`config.mk`:
```
export PLATFORM = sky130hd
export DESIGN_NAME = bmm_queue
export DESIGN_NICKNAME = d
export VERILOG_FILES = /design/src/bmm_pkg.sv /design/src/bmm_queue.sv
export SDC_FILE = /design/constraint.sdc
export NUM_CORES = 1
export LEC_CHECK = 0
export ABC_AREA = 0
export BUFFER_PORTS_ARGS = -buffer_cell sky130_fd_sc_hd__buf_2
export CORE_MARGIN = 2
export CORE_UTILIZATION = 50
export CTS_CLUSTER_DIAMETER = 120
export DETAILED_ROUTE_END_ITERATION = 10
export PLACE_DENSITY = 0.77
export SYNTH_ARGS = -nofsm -noshare
export SYNTH_HDL_FRONTEND = slang
export SYNTH_SLANG_ARGS = --single-unit
```
`constraint.sdc`:
```
create_clock -name clk -period 6 [get_ports clk]
set_clock_uncertainty 0.1 [all_clocks]
set_input_delay 1.5 -clock clk [delete_from_list [all_inputs] [get_ports clk]]
set_output_delay 1.5 -clock clk [all_outputs]
set_load 0.03 [all_outputs]
```
`src/bmm_pkg.sv`:
```
// ----------------------------------------------------------------------------
// bmm_pkg: shared types and constants for the banked memory map block
// Operation, target and config codes, port numbers and the front-to-back item record.
// ----------------------------------------------------------------------------
package bmm_pkg;

	localparam int EepromWordsDefault = 1024;

	localparam logic [2:0] OP_MEM_RD  = 3'd0;
	localparam logic [2:0] OP_MEM_WR  = 3'd1;
	localparam logic [2:0] OP_PORT_IN = 3'd2;
	localparam logic [2:0] OP_PORT_OUT = 3'd3;
	localparam logic [2:0] OP_PRELOAD = 3'd4;

	localparam logic [2:0] T_WRAM = 3'd0;
	localparam logic [2:0] T_SRAM = 3'd1;
	localparam logic [2:0] T_ROM  = 3'd2;
	localparam logic [2:0] T_BOOT = 3'd3;
	localparam logic [2:0] T_NONE = 3'd4;
	localparam logic [2:0] T_PORT = 3'd5;

	localparam logic [1:0] CFG_LINEAR = 2'd0;
	localparam logic [1:0] CFG_SAVE   = 2'd1;
	localparam logic [1:0] CFG_SIZE   = 2'd2;

	localparam logic [15:0] P_EE_DATA = 16'h00BA;
	localparam logic [15:0] P_EE_CMD  = 16'h00BC;

	// classified item handed from the front to the back
	typedef struct packed {
		logic [2:0]  kind;      // T_* code or T_PORT / T_NONE
		logic        is_write;  // memory write or port out
		logic        is_wide;   // split port access
		logic        is_word;   // 0xBA/0xBC whole-word access
		logic        is_pre;    // EEPROM preload
		logic        need_mod;  // ROM offset must be reduced
		logic [32:0] offset;    // raw offset (ROM: before reduction)
		logic [15:0] port;
		logic [15:0] data;
		logic [23:0] addr;
	} item_t;

endpackage

```
`src/bmm_queue.sv`:
```
// ----------------------------------------------------------------------------
// bmm_queue: two-entry FIFO between front and back
// Registered entries; full and empty flags from a fill count.
// ----------------------------------------------------------------------------
module bmm_queue (
	input  logic           clk,
	input  logic           arst_n,
	input  logic           push,
	input  bmm_pkg::item_t push_item,
	input  logic           pop,
	output logic           full,
	output logic           empty,
	output bmm_pkg::item_t head
);
	import bmm_pkg::*;

	item_t      ent_q [2];
	logic       wp_q, rp_q;
	logic [1:0] cnt_q;

	assign full  = (cnt_q == 2'd2);
	assign empty = (cnt_q == 2'd0);
	assign head  = ent_q[rp_q];

	always_ff @(posedge clk or negedge arst_n) begin
		if (!arst_n) begin
			wp_q  <= 1'b0;
			rp_q  <= 1'b0;
			cnt_q <= 2'd0;
		end else begin
			if (push) wp_q <= ~wp_q;
			if (pop) rp_q <= ~rp_q;
			cnt_q <= cnt_q + {1'b0, push} - {1'b0, pop};
		end
	end

	always_ff @(posedge clk) begin
		if (push) ent_q[wp_q] <= push_item;
	end
endmodule

```
Yosys cells after proc, flatten, opt, wreduce, memory -nomap -nowiden. Memories as Yosys holds them, arrays and structs flattened. Cells that the tools add are included.

Bits in registers: 4. Bits in writable memories: 194. Input port bits: 101. Output and inout port bits: 99. Logic and storage cells: 12. Memories kept: 1.

Add/sub/neg operators: 2. Equality and inequality tests: 1. Muxes and demuxes: 2. Bitwise logic cells: 2. Reduce and logical (&&, ||, !) cells: 1.

Memory list: ent_q (words 2, bits a word 97, rd ports 1, clocked after memory_dff 0, write ports 1, RTL line bmm_queue.sv:17) `item_t ent_q [2];`.

Operator list (number): 2-bit by 1-bit adder with 2-bit output (1); 2-bit equality test, second input constant (1); 2-bit logical NOT (1); 1-bit 2-to-1 mux (2); 1-bit NOT (2); 2-bit by 1-bit subtractor with 2-bit output (1).

Logic depth before layout (Yosys ltp).
Depth in word-level cells: 2. Mapped depth: 5.

Worst setup path after synthesis. Ideal clock, no wire load.

Path kind: input port to flip-flop. Start point: input port push. End point: memory ent_q[0][0] (netlist bit) (enable). Arrival: 5724 ps. Required time: 5335 ps. Setup slack: -389 ps. Stages: 1. Path buffers: 0. Path through: nor2b_1.

Cells in the longest elaborated chain, start to end: 2.

RTL lines: start, declared (RTL line bmm_queue.sv:8) `input logic push,`; 1-bit 2-to-1 mux (RTL line bmm_queue.sv:38) `if (push) ent_q[wp_q] <= push_item;`; 1-bit 2-to-1 mux (not written as such) (RTL line bmm_queue.sv:38); end, declared (RTL line bmm_queue.sv:17).

Every way passes these cells.

==> impl_metrics.py <==
metrics = {
    "outcome": {
        "outcome": "finished, final reports clean",
    },
    "placed_design": {
        "dp_worst_setup_slack_ns": 2.17,
        "hpwlAfterDp_um": 8210,
        "port_buffers": 199,
        "place_congestion": 0.705,
        "dp.cells": 692,
    },
    "detailed_routing": {
        "vias": 3621,
        "avgViaCountPerCell": 5.00,
        "post_drt_wl_per_cell_um": 17.4,
        "postRouteAntennaNets": 0,
        "wirelength_um": 12600,
        "firstDrtPassIters": 4,
        "drt_iter0_markers": 234,
        "drc_errors": 0,
    },
    "global_routing": {
        "grt_antenna_before_repair": 2,
        "grt_pass1_wl_um": 19600,
        "grt_pass1_vias": 3820,
        "grt_start_max_net_pins": 80,
        "overflow": 0,
        "grt_usage": 0.165,
    },
    "cts": {
        "cts-buffers-inserted": 17,
        "clock-sinks": 198,
        "post_cts_resized": 0,
        "cts_tree": "built",
        "clk_latency_ns": 0.42,
        "clk_path_buf_depth": 2,
        "path_clk_slew_ns": 0.07,
        "postCtsHoldBufs": 0,
        "root_buffer": "clkbuf_16",
        "cts_setup_buffers": 0,
        "htree_levels": 4,
    },
    "finish": {
        "area_growth_pct": 23.9,
        "utilization": 0.627,
        "layout-drive-gt1-share": 0.611,
        "final_common_cell": "buf_2",
        "antenna_cells": 0,
        "final_cells": 724,
        "layout_common_cells": "buf_2, edfxtp_1, mux2_2, mux2_4, clkbuf_16",
        "nets": 630,
    },
    "worst_hold_path": {
        "holdPathStages": 1,
        "min_to": "wp_q",
        "min_from": "wp_q",
        "min_path_type": "flop to flop",
    },
    "logic_synthesis": {
        "yosysSeqAreaShare": 0.815,
        "syn_area_per_cell_um2": 22.9,
        "synth_area_mm2": 0.00727,
        "ys_seq_elements": 198,
        "netlist_top_cells_area": "edfxtp_1, mux2_2, mux2_4",
        "synth_top_area_cell": "edfxtp_1",
        "synth_top_area_frac": 0.801,
        "ys_types": 13,
        "syn_nets": 420,
        "synth_cells": 317,
        "yosys_warnings": 0,
    },
    "timing": {
        "fmax_mhz": 234,
        "tns_ns": 0,
        "relSlewSlack": 0.235,
        "post-route-period-util": 0.711,
        "layout_min_cycle_time_ns": 4.27,
        "grt_setup_unrepaired": "false",
        "holdWs_ns": 0.466,
        "worst_slack_ns": 1.73,
        "hold_viol": 0,
        "setup_viol": 0,
        "drv_slew": 0,
        "tightestPinTransition_ns": 1.15,
    },
    "worst_setup_path": {
        "path_max_fanout": 79,
        "cp.buffers_inverters": 2,
        "cp_slowest_cell": "dfrtp_4",
        "critical_path_class": "flop to output port",
        "crit_chain": "buf_4 -> mux2_2 -> buf_2",
        "arrival_ns": 2.67,
        "end_kind": "output port",
        "reg2reg_slack_ns": 3.78,
        "worst_r2r_endpoint": "ent_q[1][84]",
        "r2r-start": "wp_q",
        "required_ns": 4.40,
        "startpoint_type": "flop",
        "critical_path_depth": 3,
        "r2r_cells": 2,
        "cp_top_family": "flip-flops",
        "max_stage_delay_ns": 1.12,
    },
    "floorplanning": {
        "initial_core_util": 0.506,
        "placeableCoreArea_mm2": 0.0144,
        "die_height_um": 125,
        "std_cell_rows": 44,
        "ios": 200,
        "dieArea_mm2": 0.0155,
        "die_w_um": 125,
    },
    "power_and_ir_drop": {
        "p_int_mw": 2.99,
        "pwr-share-clk": 0.227,
        "cellPowerDensity_mw_per_mm2": 510,
        "switchingPower_mw": 1.60,
        "seqPwrFrac": 0.437,
        "netSwitchingFraction": 0.349,
        "p_comb_frac": 0.336,
        "vdd_drop_max_v": 0.000382,
        "power_leakage_nw": 3.46,
    },
    "flow_run": {
        "cap_violations": 0,
    },
}
[layout make-up]
cell class              instances  area, um2
clock buffers                  18        429
clock inverters                14        110
fillers                      1043       5370
inverters                       2       7.51
multi-input cells             106       1270
flip-flops and latches        198       5930
well taps                     184        230
repair buffers                202       1030
[registers in the layout (all words and copies together), names as in the netlist]
signal / flops
ent_q: 194
cnt_q: 2
rp_q: 1
wp_q: 1
[how the worst max path moves through the flow]
stage,endpoint,startpoint,slack [ns]
floorplan,ent_q[0][0],push,1.43
global placement,head[15],rp_q,2.20
detailed placement,head[57],rp_q,2.17
CTS,head[57],rp_q,1.69
global route,head[57],rp_q,1.58
finish,head[57],rp_q,1.73
[metal layers]
layer | part of all wire | up-vias | global-route usage
met2 | 0.51 | 136 | 0.278
met1 | 0.39 | 1786 | 0.191
met5 | 0.0021 | - | 0
met4 | 0.011 | 4 | 0.0549
met3 | 0.082 | 19 | 0.0717
li1 | - | 1676 | -
[power groups by stage]
stage | Sequential, mW | Clock, mW | Combinational (mW)
3_3_place_gp | 2.03 | 0 | 1.54
4_1_cts | 2.01 | 1.06 | 1.57
6_report | 2.01 | 1.04 | 1.54
5_1_grt | 2.04 | 1.12 | 1.63
2_1_floorplan | 1.93 | 0 | 1.27
3_5_place_dp | 2.04 | 0 | 1.56
[cell families after synthesis]
logic type | share of synthesized area
muxes | 0.161
adders and majority gates | 0.00344
buffers and inverters | 0.0120
xor gates and xnor gates | 0.00568
DFF | 0.815
and+or+nand+nor | 0.00310
[synth_stat cells]
| library cell | number |
|---|---|
| nor2_1 | 1 |
| xor3_1 | 1 |
| dfrtp_1 | 4 |
| ha_1 | 2 |
| nor2b_1 | 2 |
| buf_2 | 7 |
| mux2_2 | 77 |
| mux2_4 | 20 |
| and2_1 | 1 |
| inv_1 | 2 |
| buf_6 | 4 |
| xor2_1 | 2 |
| edfxtp_1 | 194 |
[worst reg2reg max path: stages, from the launching register on]
cell and delay [ns]:
dfrtp_1 0.43, and2_4 0.73, buf_4 0.59
[stage by stage]
step	power (mW)	area, um2
global placement	3.57	8460
floorplan	3.20	7270
global route	4.79	9000
CTS	4.65	9000
detailed placement	3.61	8460
finish	4.59	9000
(Power assumes the default switching activity.)
