**config.mk**
```make
export PLATFORM = sky130hd
export DESIGN_NAME = bmm_front
export DESIGN_NICKNAME = d
export VERILOG_FILES = /design/src/bmm_pkg.sv /design/src/bmm_front.sv
export SDC_FILE = /design/constraint.sdc
export NUM_CORES = 1
export LEC_CHECK = 0
export BUFFER_PORTS_ARGS = -buffer_cell sky130_fd_sc_hd__buf_2
export CAP_MARGIN = 0
export CORE_AREA = 2 2 76 78
export DETAILED_ROUTE_END_ITERATION = 8
export DIE_AREA = 0 0 78 80
export GPL_TIMING_DRIVEN = 0
export PLACE_DENSITY = 0.72
export RECOVER_POWER = 50
export SLEW_MARGIN = 15
export SYNTH_ARGS = -nofsm -noshare
export SYNTH_HDL_FRONTEND = slang
export SYNTH_SLANG_ARGS = --single-unit
```
**constraint.sdc**
```tcl
create_clock -name vclk -period 1.6
set_input_delay 0.16 -clock vclk [all_inputs]
set_output_delay 0.16 -clock vclk [all_outputs]
set_load 0.02 [all_outputs]
```
**src/bmm_pkg.sv**
```systemverilog
// ----------------------------------------------------------------------------
// bmm_pkg: shared types and constants for the banked memory map block
// Operation, target and config codes, port numbers and the front-to-back item record.
// ----------------------------------------------------------------------------
package bmm_pkg;

	localparam int EepromWordsDefault = 1024;

	localparam logic [2:0] OP_MEM_RD  = 3'd0;
	localparam logic [2:0] OP_MEM_WR  = 3'd1;
	localparam logic [2:0] OP_PORT_IN = 3'd2;
	localparam logic [2:0] OP_PORT_OUT = 3'd3;
	localparam logic [2:0] OP_PRELOAD = 3'd4;

	localparam logic [2:0] T_WRAM = 3'd0;
	localparam logic [2:0] T_SRAM = 3'd1;
	localparam logic [2:0] T_ROM  = 3'd2;
	localparam logic [2:0] T_BOOT = 3'd3;
	localparam logic [2:0] T_NONE = 3'd4;
	localparam logic [2:0] T_PORT = 3'd5;

	localparam logic [1:0] CFG_LINEAR = 2'd0;
	localparam logic [1:0] CFG_SAVE   = 2'd1;
	localparam logic [1:0] CFG_SIZE   = 2'd2;

	localparam logic [15:0] P_EE_DATA = 16'h00BA;
	localparam logic [15:0] P_EE_CMD  = 16'h00BC;

	// classified item handed from the front to the back
	typedef struct packed {
		logic [2:0]  kind;      // T_* code or T_PORT / T_NONE
		logic        is_write;  // memory write or port out
		logic        is_wide;   // split port access
		logic        is_word;   // 0xBA/0xBC whole-word access
		logic        is_pre;    // EEPROM preload
		logic        need_mod;  // ROM offset must be reduced
		logic [32:0] offset;    // raw offset (ROM: before reduction)
		logic [15:0] port;
		logic [15:0] data;
		logic [23:0] addr;
	} item_t;

endpackage

```
**src/bmm_front.sv**
```systemverilog
// ----------------------------------------------------------------------------
// bmm_front: accepts bus accesses and classifies them
// Decodes memory targets with the current bank settings, one item a cycle while the queue is not full.
// ----------------------------------------------------------------------------
module bmm_front (
	input  logic              clk,
	input  logic              arst_n,
	input  logic              in_valid,
	output logic              in_stall,
	input  logic [2:0]        operation,
	input  logic [23:0]       address,
	input  logic [15:0]       port_number,
	input  logic [15:0]       write_data,
	input  logic              wide_access,
	input  logic [7:0]        linear_rom_bank,
	input  logic [7:0]        save_ram_bank,
	input  logic [7:0]        win0_bank,
	input  logic [7:0]        win1_bank,
	input  logic              boot_en,
	input  logic              q_full,
	output logic              q_push,
	output bmm_pkg::item_t    q_item
);
	import bmm_pkg::*;

	item_t it;

	assign in_stall = q_full;
	assign q_push   = in_valid && !q_full;
	assign q_item   = it;

	// memory, port and preload decode
	always_comb begin
		it = '0;
		it.port = port_number;
		it.data = write_data;
		it.addr = address;
		it.kind = T_NONE;
		it.is_wide = wide_access;
		it.is_word = wide_access && (port_number == P_EE_DATA || port_number == P_EE_CMD);
		unique case (operation)
			OP_MEM_RD, OP_MEM_WR: begin
				it.is_write = (operation == OP_MEM_WR);
				if (address < 24'h010000) begin
					it.kind = T_WRAM;
					it.offset = {9'd0, address};
				end else if (address < 24'h020000) begin
					it.kind = T_SRAM;
					it.offset = {9'd0, save_ram_bank, address[15:0]};
				end else if (operation == OP_MEM_WR) begin
					it.kind = T_NONE;
				end else if (address < 24'h030000) begin
					it.kind = T_ROM;
					it.need_mod = 1'b1;
					it.offset = {9'd0, win0_bank, address[15:0]};
				end else if (address < 24'h040000) begin
					it.kind = T_ROM;
					it.need_mod = 1'b1;
					it.offset = {9'd0, win1_bank, address[15:0]};
				end else if (boot_en && address >= 24'h0FE000 && address <= 24'h0FFFFF) begin
					it.kind = T_BOOT;
					it.offset = {20'd0, address[12:0]};
				end else begin
					it.kind = T_ROM;
					it.need_mod = 1'b1;
					it.offset = {5'd0, linear_rom_bank, 20'd0} + {9'd0, address};
				end
			end
			OP_PORT_IN: it.kind = T_PORT;
			OP_PORT_OUT: begin
				it.kind = T_PORT;
				it.is_write = 1'b1;
			end
			OP_PRELOAD: it.is_pre = 1'b1;
			default: it.kind = T_NONE;
		endcase
	end

	logic unused_clk;
	assign unused_clk = clk ^ arst_n;
endmodule

```
After elaboration in Yosys (flattened, before gate mapping)
Index checks and enable logic that the tools add are counted.
{ "totals": {"inputBits": 97, "output_inout_bits": 99, "reg_bits": 0, "wordCells": 41} }
{ "op_classes": {"addsub": 1, "n_eq_ne": 6, "n_lt_le_gt_ge": 6, "n_reduce_logical": 9, "mux": 19} }
{ "ops": {"columns": ["op", "n"], "rows": [
  ["$mux W34", 4],
  ["$mux W33", 2],
  ["$lt A24 B18 Y1 const B", 2],
  ["$eq A16 B8 Y1 const B", 2],
  ["$add A28 B24 Y29", 1],
  ["$mux W29", 1],
  ["$ge A24 B20 Y1 const B", 1],
  ["$le A24 B20 Y1 const B", 1],
  ["$lt A24 B17 Y1 const B", 1],
  ["$lt A24 B19 Y1 const B", 1],
  ["$mux W3", 3],
  ["$mux W1", 7],
  ["$eq A3 B2 Y1 const B", 2],
  ["$pmux W3 S2", 1],
  ["$logic_and A1 B1 Y1", 4],
  ["$reduce_or A2 Y1", 2],
  ["$eq A3 B1 Y1 const B", 1],
  ["$eq A3 B3 Y1 const B", 1],
  ["$logic_not A3 Y1", 1],
  ["$pmux W1 S2", 1],
  ["$logic_not A1 Y1", 1],
  ["$logic_or A1 B1 Y1", 1]
]} }

Logic depth before layout (Yosys ltp)
Gate-level depths: netlist (run 1).
{ "depth": {"ltp_word": 10, "ltp_mapped": 8, "depth_no_buf": 8} }

Worst setup path before layout (run 1)
Ideal clock, no wire load.
{ "synth_path": {"path_type": "input -> output", "startpoint": "in address[21]", "endpoint": "out q_item[79] (netlist bit)", "cell_stages": 5, "path_buffers": 1, "arrival_time_ns": 1.807, "t_required_ns": 1.440, "path_slack_ns": -0.367, "cell_sequence": "or4_1 buf_4 nor3_2 a21oi_1 nor4_1"} }
{ "synth_rtl": {"columns": ["element", "line_no", "source"], "rows": [
  ["start: declaration", "bmm_front.sv:11", "input logic [23:0] address,"],
  ["end: declaration", "bmm_front.sv:22", "output bmm_pkg::item_t q_item"]
]} }

==> results of run 1 <==
## through the flow
stage               total power [mW]  setup slack, ns  util, %  instances
floorplan                     0.4180          -0.1134        -        204
global placement              0.6476          -0.4789    44.51        448
detailed placement            0.6567          -0.4875    44.51        448
CTS                           0.7063          -0.4433    48.98        455
global route                  0.7681          -0.4422    50.86        458
finish                        0.7167          -0.3825    50.86        458
## routing by layer
layer / up-vias / wire length [um] / GRT usage [%]
met1: 869 / 2134 / 18.70
met4: 0 / 34 / 0.8772
met3: 4 / 502 / 1.923
met2: 106 / 3054 / 31.90
li1: 997 / - / -
met5: - / 0 / 0
## Yosys cell counts, drive strengths merged
library cell	instances
and3b	1
and2	14
o21ai	6
nand4	2
nand3b	1
nand4b	3
buf	64
nor3	4
fa	1
nand3	6
or4b	1
o211ai	4
xnor2	2
or4	1
nand2	13
ha	4
mux2	5
nand2b	2
clkbuf	4
xor2	4
conb	1
o31ai	2
a32o	1
a21oi	8
a22oi	5
a31oi	2
and3	5
or2	1
a21boi	1
nor2	16
a221o	1
inv	7
nor2b	4
nor4	5
## worst paths after layout
| kind | slack (ns) | cells after the start | to |
|---|---|---|---|
| hold / removal | 0.58 | 2 | q_item[39] |
| setup / recovery | -0.38 | 8 | q_item[74] |
## repair_timing
action,CTS,global route
pin swaps,17,17
gates resized for setup,65,28
setup endpoints to repair,33,33
buffers inserted,7,3
cloned,1,0
## cell type report
cell class	count	area, um^2	share of cell area, %
Buffer	67	493.0	17.93
Tap cell	72	90.09	3.277
Inverter	7	26.28	0.9558
Timing Repair Buffer	183	1095	39.83
Multi-Input combinational cell	129	1045	38.01
## critical path, delay by kind of cell
family	cells	cell delay, ns
compound gates	2	0.31
simple gates	2	0.81
buf+inv	4	0.54
## kinds of logic after synthesis
logic type | share of synthesized area [%]
adders and majority gates | 5.138
xor gates and xnor gates | 3.853
muxes | 4.128
and+or+nand+nor | 33.95
AOI/OAI and AO/OA | 14.13
other | 0.2750
buffers and inverters | 38.53
## where the power goes
part	switching [mW]	internal [mW]	total, mW
clock network	0	0	0
logic	0.369	0.347	0.717
registers	0	0	0
total	0.369	0.347	0.717
==> results.md, run 1 <==
- Status: finished, violations left
- Failing checks: negative setup slack
- Final setup vio count: 33
- Io pins: 196
- Final ANT Viol Nets: 0
- Required time of the worst setup path: 1.44 ns
- Die H: 80 um
- Row Count: 27
- DIE AREA: 0.006240 mm^2
- Hold Slack: 0.5787 ns
- Cell area after layout: 0.002749 mm^2
- Commonest non-fill, non-tap cell in the layout: buf_2
- First-pass GRT wire length: 8245 um
- I/O Buffers: 172
- Placement Cell Area: 0.002406 mm^2
- Fin. Hold Viols: 0
- Worst hold start: write_data[15]
- Vias per Instance: 4.314
- Final critical-path required period: 1.982 ns
- CP Max Fanout: 5
- CP max stage delay: 0.58 ns
- CP max-delay cell: or4_4
- Drt first-iter violations: 38
- Routed wire length: 5726 um
- Die W: 78 um
- Hold/Removal Path Class: in -> out
- Critical Path Source: address[23]
- Routed WL per cell: 12.50 um
- DR DRC count: 0
- Synth cell types: 40
- Seq/Total Area, Yosys: 0%
- Number of global-route vias before repair: 1794
- # clk buffers: 0
- CP startpoint kind: input port
- Reg area: 0 um^2
- Syn Inst Count: 201
- # diodes: 0
- Max Cap Viol: 0
- Rel. slew slack: 63.36%
- Initial antenna violation count: 0
- GR Util All Layers: 15.91%
- Worst-margin pin slew: 0.5466 ns
- Final worst slack: -0.3825 ns
- Hold buffer count at CTS: 0
- Vias: 1976
- WS Path Type: in -> out
- Synth top area share: 34.68%
- Initial Util: 25.23%
- Period utilisation layout: 123.9%
- Final net count: 490
- CP arrival: 1.82 ns
- DPL Wire Length: 4668 um
- Synth top area cells: buf_4, and2_1, mux2_2
- Synthesized area: 0.001364 mm^2
- Layout area overhead: 101.6%
- Number of sequential cells: 0
- Most used cell along the critical path: buf_4
- Core area: 0.005405 mm^2
- Layout cell share with drive strength beyond 1: 70.73%
- VDD IR-drop max: 0.1071 mV
- Cell taking the most area after synthesis: buf_4
- Gr ovfl total: 0
- Final RePlAce weighted congestion: 0.7463
- F_max: 504.4 MHz
- Router iterations before antenna repair: 4
- Slew Viols, Final: 0
- Pleak: 1.434 nW
- TNS Setup: -8.203 ns
- PwrDens: 260.7 mW/mm^2
- Synth warn: 0
- Critical Path End Type: output pin
- Syn avg cell area: 6.785 um^2
- Most frequent cells in the layout: buf_2, buf_4, clkbuf_1
- # fillers: 545
- RSZ-0062 raised after global routing: true
- Pin count of the biggest net entering global routing: 11
- Critical-path cell list: buf_8 -> or4_4 -> buf_4 -> buf_4 -> o31ai_1 -> o211ai_1 -> and3b_2 -> buf_6
(Power assumes the default switching activity.)
==> run 2: changes to the inputs <==
--- a/config.mk
+++ b/config.mk
@@ -7,11 +7,12 @@
 export LEC_CHECK = 0
 export BUFFER_PORTS_ARGS = -buffer_cell sky130_fd_sc_hd__buf_2
 export CAP_MARGIN = 0
-export CORE_AREA = 2 2 76 78
+export CORE_AREA = 2 2 77 79
 export DETAILED_ROUTE_END_ITERATION = 8
-export DIE_AREA = 0 0 78 80
+export DIE_AREA = 0 0 79 81
 export GPL_TIMING_DRIVEN = 0
-export PLACE_DENSITY = 0.72
+export MAX_ROUTING_LAYER = met4
+export PLACE_DENSITY = 0.68
 export RECOVER_POWER = 50
 export SLEW_MARGIN = 15
 export SYNTH_ARGS = -nofsm -noshare
==> constraint.sdc (replaced) <==
create_clock -name vclk -period 2.3
set_input_delay 0.23 -clock vclk [all_inputs]
set_output_delay 0.23 -clock vclk [all_outputs]
set_load 0.02 [all_outputs]
==> results.md, run 2 (same netlist as run 1, synthesis figures left out) <==
- Status: finished clean
- Number of global-route vias before repair: 1553
- Core area: 0.005675 mm^2
- Slew Viols, Final: 0
- Critical Path End Type: output pin
- Vias per Instance: 4.106
- Initial antenna violation count: 0
- # clk buffers: 0
- Hold buffer count at CTS: 0
- Final ANT Viol Nets: 0
- Hold/Removal Path Class: in -> out
- DPL Wire Length: 4558 um
- Final critical-path required period: 2.182 ns
- PwrDens: 189.7 mW/mm^2
- Most used cell along the critical path: buf_2
- Worst Path Buf+Inv: 4
- Period utilisation layout: 94.87%
- Fin. Hold Viols: 0
- Final setup vio count: 0
- F_max: 458.3 MHz
- Most frequent cells in the layout: buf_2, buf_4, clkbuf_1
- Drt first-iter violations: 31
- Rel. slew slack: 51.67%
- Number of sequential cells: 0
- Hold Slack: 0.7189 ns
- Pin count of the biggest net entering global routing: 11
- RSZ-0062 raised after global routing: false
- Routed WL per cell: 11.19 um
- First-pass GRT wire length: 6982 um
- Die W: 79 um
- DR DRC count: 0
- Critical-path cell list: buf_2 -> or4_1 -> buf_4 -> nor4_4 -> nor2_2 -> nor2_4 -> buf_6 -> and2_1 -> buf_2
- Router iterations before antenna repair: 4
- CP Max Fanout: 10
- Routed wire length: 5060 um
- Commonest non-fill, non-tap cell in the layout: buf_2
- Final RePlAce weighted congestion: 0.8190
- Final net count: 481
- Layout area overhead: 67.52%
- CP arrival: 1.95 ns
- Max Cap Viol: 0
- DIE AREA: 0.006399 mm^2
- CP max stage delay: 0.53 ns
- I/O Buffers: 172
- Row Count: 28
- Required time of the worst setup path: 2.07 ns
- Placed Cells: 451
- # diodes: 0
- PnR Total Power: 433.4 uW
- Post-route insts no fill: 452
- CP startpoint kind: input port
- Layout cell share with drive strength beyond 1: 54.38%
- Gr ovfl total: 0
- CP max-delay cell: or4_1
- Die H: 81 um
- Worst-margin pin slew: 0.7194 ns
- Pleak: 1.269 nW
- Initial Util: 24.03%
- TNS Setup: 0 ns
- GR Util All Layers: 13.63%
- Reg area: 0 um^2
- Vias: 1856
- VDD IR-drop max: 0.08398 mV
- Io pins: 196
- WS Path Type: in -> out
- Cell family with most CP delay: simple AND/OR/NAND/NOR gates
## run 2: cell types whose count changed in the layout (fill, tap and decap cells not counted), moves of 4 or more
cell,before,now
clkbuf_1,34,50
a22oi_2,4,0
and2_4,14,0
buf_6,27,1
buf_4,74,64
o21ai_0,2,6
buf_2,112,126
and2_1,0,14
a22oi_1,1,5
## run 2: cell type report
| class | count | area, um^2 |
|---|---|---|
| tap | 75 | 93.84 |
| inverter | 7 | 26.28 |
| timing repair buffer | 173 | 810.8 |
| multi-input combinational | 129 | 854.6 |
| buffer | 68 | 499.2 |
| fill | 645 | 3391 |
## run 2: final timing paths
check,start,to,cells after the start
worst min-delay path,write_data[6],q_item[30],2
worst max-delay path,address[21],q_item[66],9
## run 2: layer usage
layer / vias to the layer above / GRT usage [%] / part of all wire [%]
met1: 783 / 15.66 / 40
met3: 0 / 1.111 / 8.4
met4: 0 / 0.3448 / 0
met5: - / - / 0
met2: 97 / 27.12 / 52
li1: 976 / - / -
## run 2: what timing repair did
item,4_1_cts,5_1_grt
buffers inserted,0,1
hold endpoints to repair,0,0
gates resized for setup,0,2
endpoints found under the setup margin,0,20
## run 2: per-stage QoR
stage / utilization, % / cell area [um^2] / setup WS [ns]
2_1_floorplan: - / 1375 / 0.1931
3_3_place_gp: 41.05 / 2330 / 0.04199
3_5_place_dp: 41.05 / 2330 / 0.02634
6_report: 40.26 / 2285 / 0.1179
5_1_grt: 40.26 / 2285 / 0.004950
4_1_cts: 41.05 / 2330 / 0.03085
## run 2: report_power, final
part | switching [mW] | total [mW] | leakage, nW | internal (mW)
Clock | 0 | 0 | 0 | 0
Sequential | 0 | 0 | 0 | 0
Combinational | 0.234 | 0.433 | 1.27 | 0.199
